$ cat src/hw/rtl/ptps_ram.sv
// generic single write, single read ram with registered read data
module ptps_ram #(
  parameter int unsigned WIDTH = 8,
  parameter int unsigned DEPTH = 2
) (
  input  logic                     clk_i,
  input  logic                     we_i,
  input  logic [$clog2(DEPTH)-1:0] waddr_i,
  input  logic [WIDTH-1:0]         wdata_i,
  input  logic                     re_i,
  input  logic [$clog2(DEPTH)-1:0] raddr_i,
  output logic [WIDTH-1:0]         rdata_o
);

  logic [WIDTH-1:0] mem_q [DEPTH];
  logic [WIDTH-1:0] rdata_q;

  always_ff @(posedge clk_i) begin
    if (we_i) begin
      mem_q[waddr_i] <= wdata_i;
    end
    if (re_i) begin
      rdata_q <= mem_q[raddr_i];
    end
  end

  assign rdata_o = rdata_q;

endmodule

$ cat config.mk
export PLATFORM = sky130hd
export DESIGN_NAME = ptps_ram
export DESIGN_NICKNAME = d
export VERILOG_FILES = /design/src/hw/rtl/ptps_ram.sv
export SDC_FILE = /design/constraint.sdc
export NUM_CORES = 1
export LEC_CHECK = 0
export BUFFER_PORTS_ARGS = -buffer_cell sky130_fd_sc_hd__buf_2
export CAP_MARGIN = 5
export CORE_MARGIN = 5
export CORE_UTILIZATION = 45
export CTS_CLUSTER_SIZE = 16
export DETAILED_ROUTE_END_ITERATION = 10
export PLACE_DENSITY = 0.69
export SYNTH_ARGS = -nofsm -noshare
export SYNTH_HDL_FRONTEND = slang
export SYNTH_SLANG_ARGS = --single-unit
$ cat constraint.sdc
create_clock -name clk_i -period 1.5 [get_ports clk_i]
set_input_delay 0.225 -clock clk_i [delete_from_list [all_inputs] [get_ports clk_i]]
set_output_delay 0.225 -clock clk_i [all_outputs]
set_load 0.05 [all_outputs]
; ---- After elaboration in Yosys (flattened, before gate mapping)
; Memory sizes are Yosys's and may differ from the RTL's. A register that Yosys moved wholly into a read port is not among the register bits.
; Index checks and enable logic that the tools add are counted.
[word_totals]
register_bits = 0
mem_bits_rw = 16
inputBits = 13
memories = 1
[memory_table]
columns = memory, words, word_bits, rd, rd_ports_with_merged_regs, write_ports, line_no
row1 = mem_q, 2, 8, 1, 1, 1, 15  ; logic [WIDTH-1:0] mem_q [DEPTH];
[op_classes]
muxes = 2
[op_table]
columns = op, count
row1 = 2-to-1 mux 1 bit, 2

; ---- Logic depth before layout (Yosys ltp)
[logic_depth]
ltp_word = 2
ltp_mapped = 2
ltp_nobuf = 1

; ---- Worst setup path after synthesis
; OpenSTA, ideal clock, no wires.
[synth_path]
kind = input -> register
startpoint = input we_i
endpoint = memory mem_q[0][0], enable pin
t_arrival_ps = 645
t_required_ps = 1127
slack_ps = 482
stages = 1
n_path_buf = 0
cell_sequence = nor2b_1
[synth_via]
elab_chain_cells = 2
[synth_rtl]
columns = item, line_no
row1 = from (decl), 7  ; input logic we_i,
row2 = 2-to-1 mux 1 bit, 19  ; if (we_i) begin
row3 = 2-to-1 mux 1 bit (implied by the code), 20  ; mem_q[waddr_i] <= wdata_i;
row4 = to (decl), 15
; No other way between the ends.

; ---- Worst setup path in the final report
[layout_path]
startpoint = register rdata_q[3] (netlist: rdata_o[3]) (read register of mem_q)
endpoint = output rdata_o[3]
[layout_rtl]
columns = item, line_no
row1 = from (decl), 16  ; logic [WIDTH-1:0] rdata_q;
row2 = to (decl), 12  ; output logic [WIDTH-1:0] rdata_o
; No word-level cell between the ends.

==> flow_summary_export.csv <==
group,metric,value,unit
power,p_int,0.000941,W
timing,fin_skew,0.00287,ns
timing,post-route-period-util,75.1,%
power,p_clk_share,22.6,%
cts,cts_made_buffers,3,
timing,finalSetupViolations,0,
timing,min_period,1.13,ns
global_routing,antenna_found_initial,0,
synthesis,yosys_register_bits,24,
power,p_leak,0.398,nW
cts,cts-root-buf,"clkbuf_4",
cts,cts_hold_buf,0,
worst_setup_path,regToRegEndpoint,"rdata_o[0]",
timing,setup_tns,0,ns
routing,drt_iter0_drc,3,
cts,clk_pin_slew,0.12,ns
global_routing,grtUsageMet3,3.60,%
floorplan,core,0.00178,sq mm
place,place.gp.congestion,0.613,
worst_setup_path,crit_path_start_kind,"flop",
finish,diodes,0,
finish,multi_input_area,133,sq um
timing,hold_violations,0,
floorplan,rows,15,
power,ir_worst_vdd,0.668,mV
synthesis,yosys_warnings,0,
worst_setup_path,setup.worst_path.end,"rdata_o[3]",
finish,area_growth,17.8,%
worst_setup_path,cp.required,1.27,ns
power,p_per_area,1200,mW/mm^2
floorplan,ios,21,
global_routing,met2_usage,14.1,%
floorplan,die_y,53.8,um
floorplan,dieArea,0.00290,sq mm
worst_setup_path,critPathKind,"flop to primary output",
worst_setup_path,cpMaxStageDelayCell,"edfxtp_1",
finish,nNetsFinal,73,
power,p_sw,0.000278,W
timing,fmax,0.888,GHz
worst_setup_path,reg2reg_slack,0.60,ns
timing,slew_viol_final,0,
worst_setup_path,cpLargestDelayFamily,"flip-flops",
synthesis,synth_cell_type_count,5,
floorplan,die_w,53.8,um
cts,clockBufferDepth,2,
global_routing,grt_max_degree,14,
routing,routed_wirelength,1090,um
global_routing,grt_busiest_layer,"met2",
finish,drive_gt1_share,54.2,%
worst_setup_path,cp_max_fo,1,
power,power_frac_seq,65.8,%
finish,fill_cells,135,
power,comb_power_share,11.6,%
cts,worstSkewPairLatency,0.31,ns
cts,htreeDepth,1,
synthesis,synth_top_area_cell,"edfxtp_1",
worst_setup_path,cp.depth,1,
routing,drtPass1Iterations,2,
floorplan,initial_utilization,48.5,%
cts,cts.sinks,24,
worst_setup_path,end_kind,"primary output",
routing,route.detailed.drc,0,
routing,avgRoutedWirePerCell,12.9,um
worst_setup_path,arrival,0.90,ns
global_routing,grt-ovfl-total,0,
timing,worstMarginPinSlew,0.363,ns
synthesis,netlist_area,865,sq um
worst_hold_path,hp-class,"input port to flop",
synthesis,syn-num-nets,48,
worst_setup_path,rr_worst_depth,1,
synthesis,syn_inst,35,
worst_setup_path,cp-startpoint,"rdata_o[3]",
routing,post_drt_via_cell_ratio,4.61,
finish,utilization,57.1,%
worst_setup_path,cpPeakStageDelay,0.34,ns
worst_setup_path,path_buf_inv,1,
finish,layout_common_cells,"edfxtp_1 (24), buf_2 (20), mux2_4 (8)",
global_routing,grt_pass1_wl,1630,um
global_routing,grt_pass1_vias,368,
worst_setup_path,crit_chain,"buf_2",
routing,vias,387,
cts,cts_tree,"built",
finish,final_common_cell,"edfxtp_1",
global_routing,gr-usage-all-layers,8.75,%
global_routing,met1_usage,8.53,%
finish,register_area,721,sq um
synthesis,netlist_top_cells_area,"edfxtp_1 (83%), mux2_4 (14%), buf_6 (1.3%)",
timing,max_slew_margin,75.8,%
run,maxCapViolations,0,
synthesis,synth.avg_cell_area,24.7,sq um
worst_setup_path,r2r_start,"mem_q[1][0]",
outcome,outcome,"finished clean",
power,switching_share,22.8,%
cts,cts_resized,0,
synthesis,seq_area_frac_synth,83.4,%
routing,ant_nets,0,
place,port_buffers,20,
synthesis,yosysTopAreaCellShare,83.4,%
cts,postCtsSetupRepairBufs,0,
timing,rsz0062_at_grt,"no",
[registers in the layout, indices dropped and copies added (netlist names)]
| signal | flops |
|---|---|
| mem_q | 16 |
| rdata_o | 8 |
[cells in the mapped netlist, drive strengths merged]
library cell and n:
edfxtp 24, mux2 8, buf 1, nor2b 1
and2 1
[cell families (layout without fill, tap and decap cells)]
kind of cell           count (synthesis)  after routing  share of synthesized area [%]
buffers and inverters                  1             25                           1.30
flip-flops                            24             24                           83.4
multiplexers                           8              8                           13.9
AND/OR/NAND/NOR                        2              2                           1.45
[worst min-delay path by stage]
stage / startpoint / end / slack (ns) / cells past startpoint
2_1_floorplan: wdata_i[0] / mem_q[0][0] / 0.32 / 0
3_3_place_gp: wdata_i[3] / mem_q[0][3] / 0.41 / 1
3_5_place_dp: wdata_i[2] / mem_q[0][2] / 0.42 / 1
4_1_cts: wdata_i[2] / mem_q[0][2] / 0.09 / 1
5_1_grt: wdata_i[2] / mem_q[0][2] / 0.08 / 1
6_report: wdata_i[0] / mem_q[0][0] / 0.1 / 1
[area by class of cell]
cell class              count  share of cell area, %
flip-flops and latches     24                   70.8
multi-input cells          10                   13.0
repair buffers             21                   10.6
well taps                  25                   3.07
clock buffers               3                   2.21
clock inverters             1                  0.369
[layer usage]
layer  part of all wire [%]  wire length, um
met1                     37              403
met5                      0                0
met2                     50              539
met4                    2.7               29
met3                     10              113
[power by group through the flow]
stage,logic [W],clock network [W],registers (W)
3_3_place_gp,0.000141,0,0.000817
3_5_place_dp,0.000143,0,0.000819
6_report,0.000142,0.000275,0.000803
5_1_grt,0.000150,0.000312,0.000807
4_1_cts,0.000143,0.000284,0.000804
2_1_floorplan,0.0000459,0,0.000873
[per-stage QoR]
stage	hold WS, ns	setup slack (ns)	cell area (sq um)	total power, W	std cells
finish	0.0972	0.373	1020	0.00122	84
global route	0.0757	0.323	1020	0.00127	84
CTS	0.0855	0.351	1020	0.00123	84
detailed placement	0.416	0.447	992	0.000963	80
global placement	0.413	0.463	992	0.000957	80
floorplan	0.324	0.482	865	0.000919	35
Note: power is estimated with default switching activity, not from simulation.
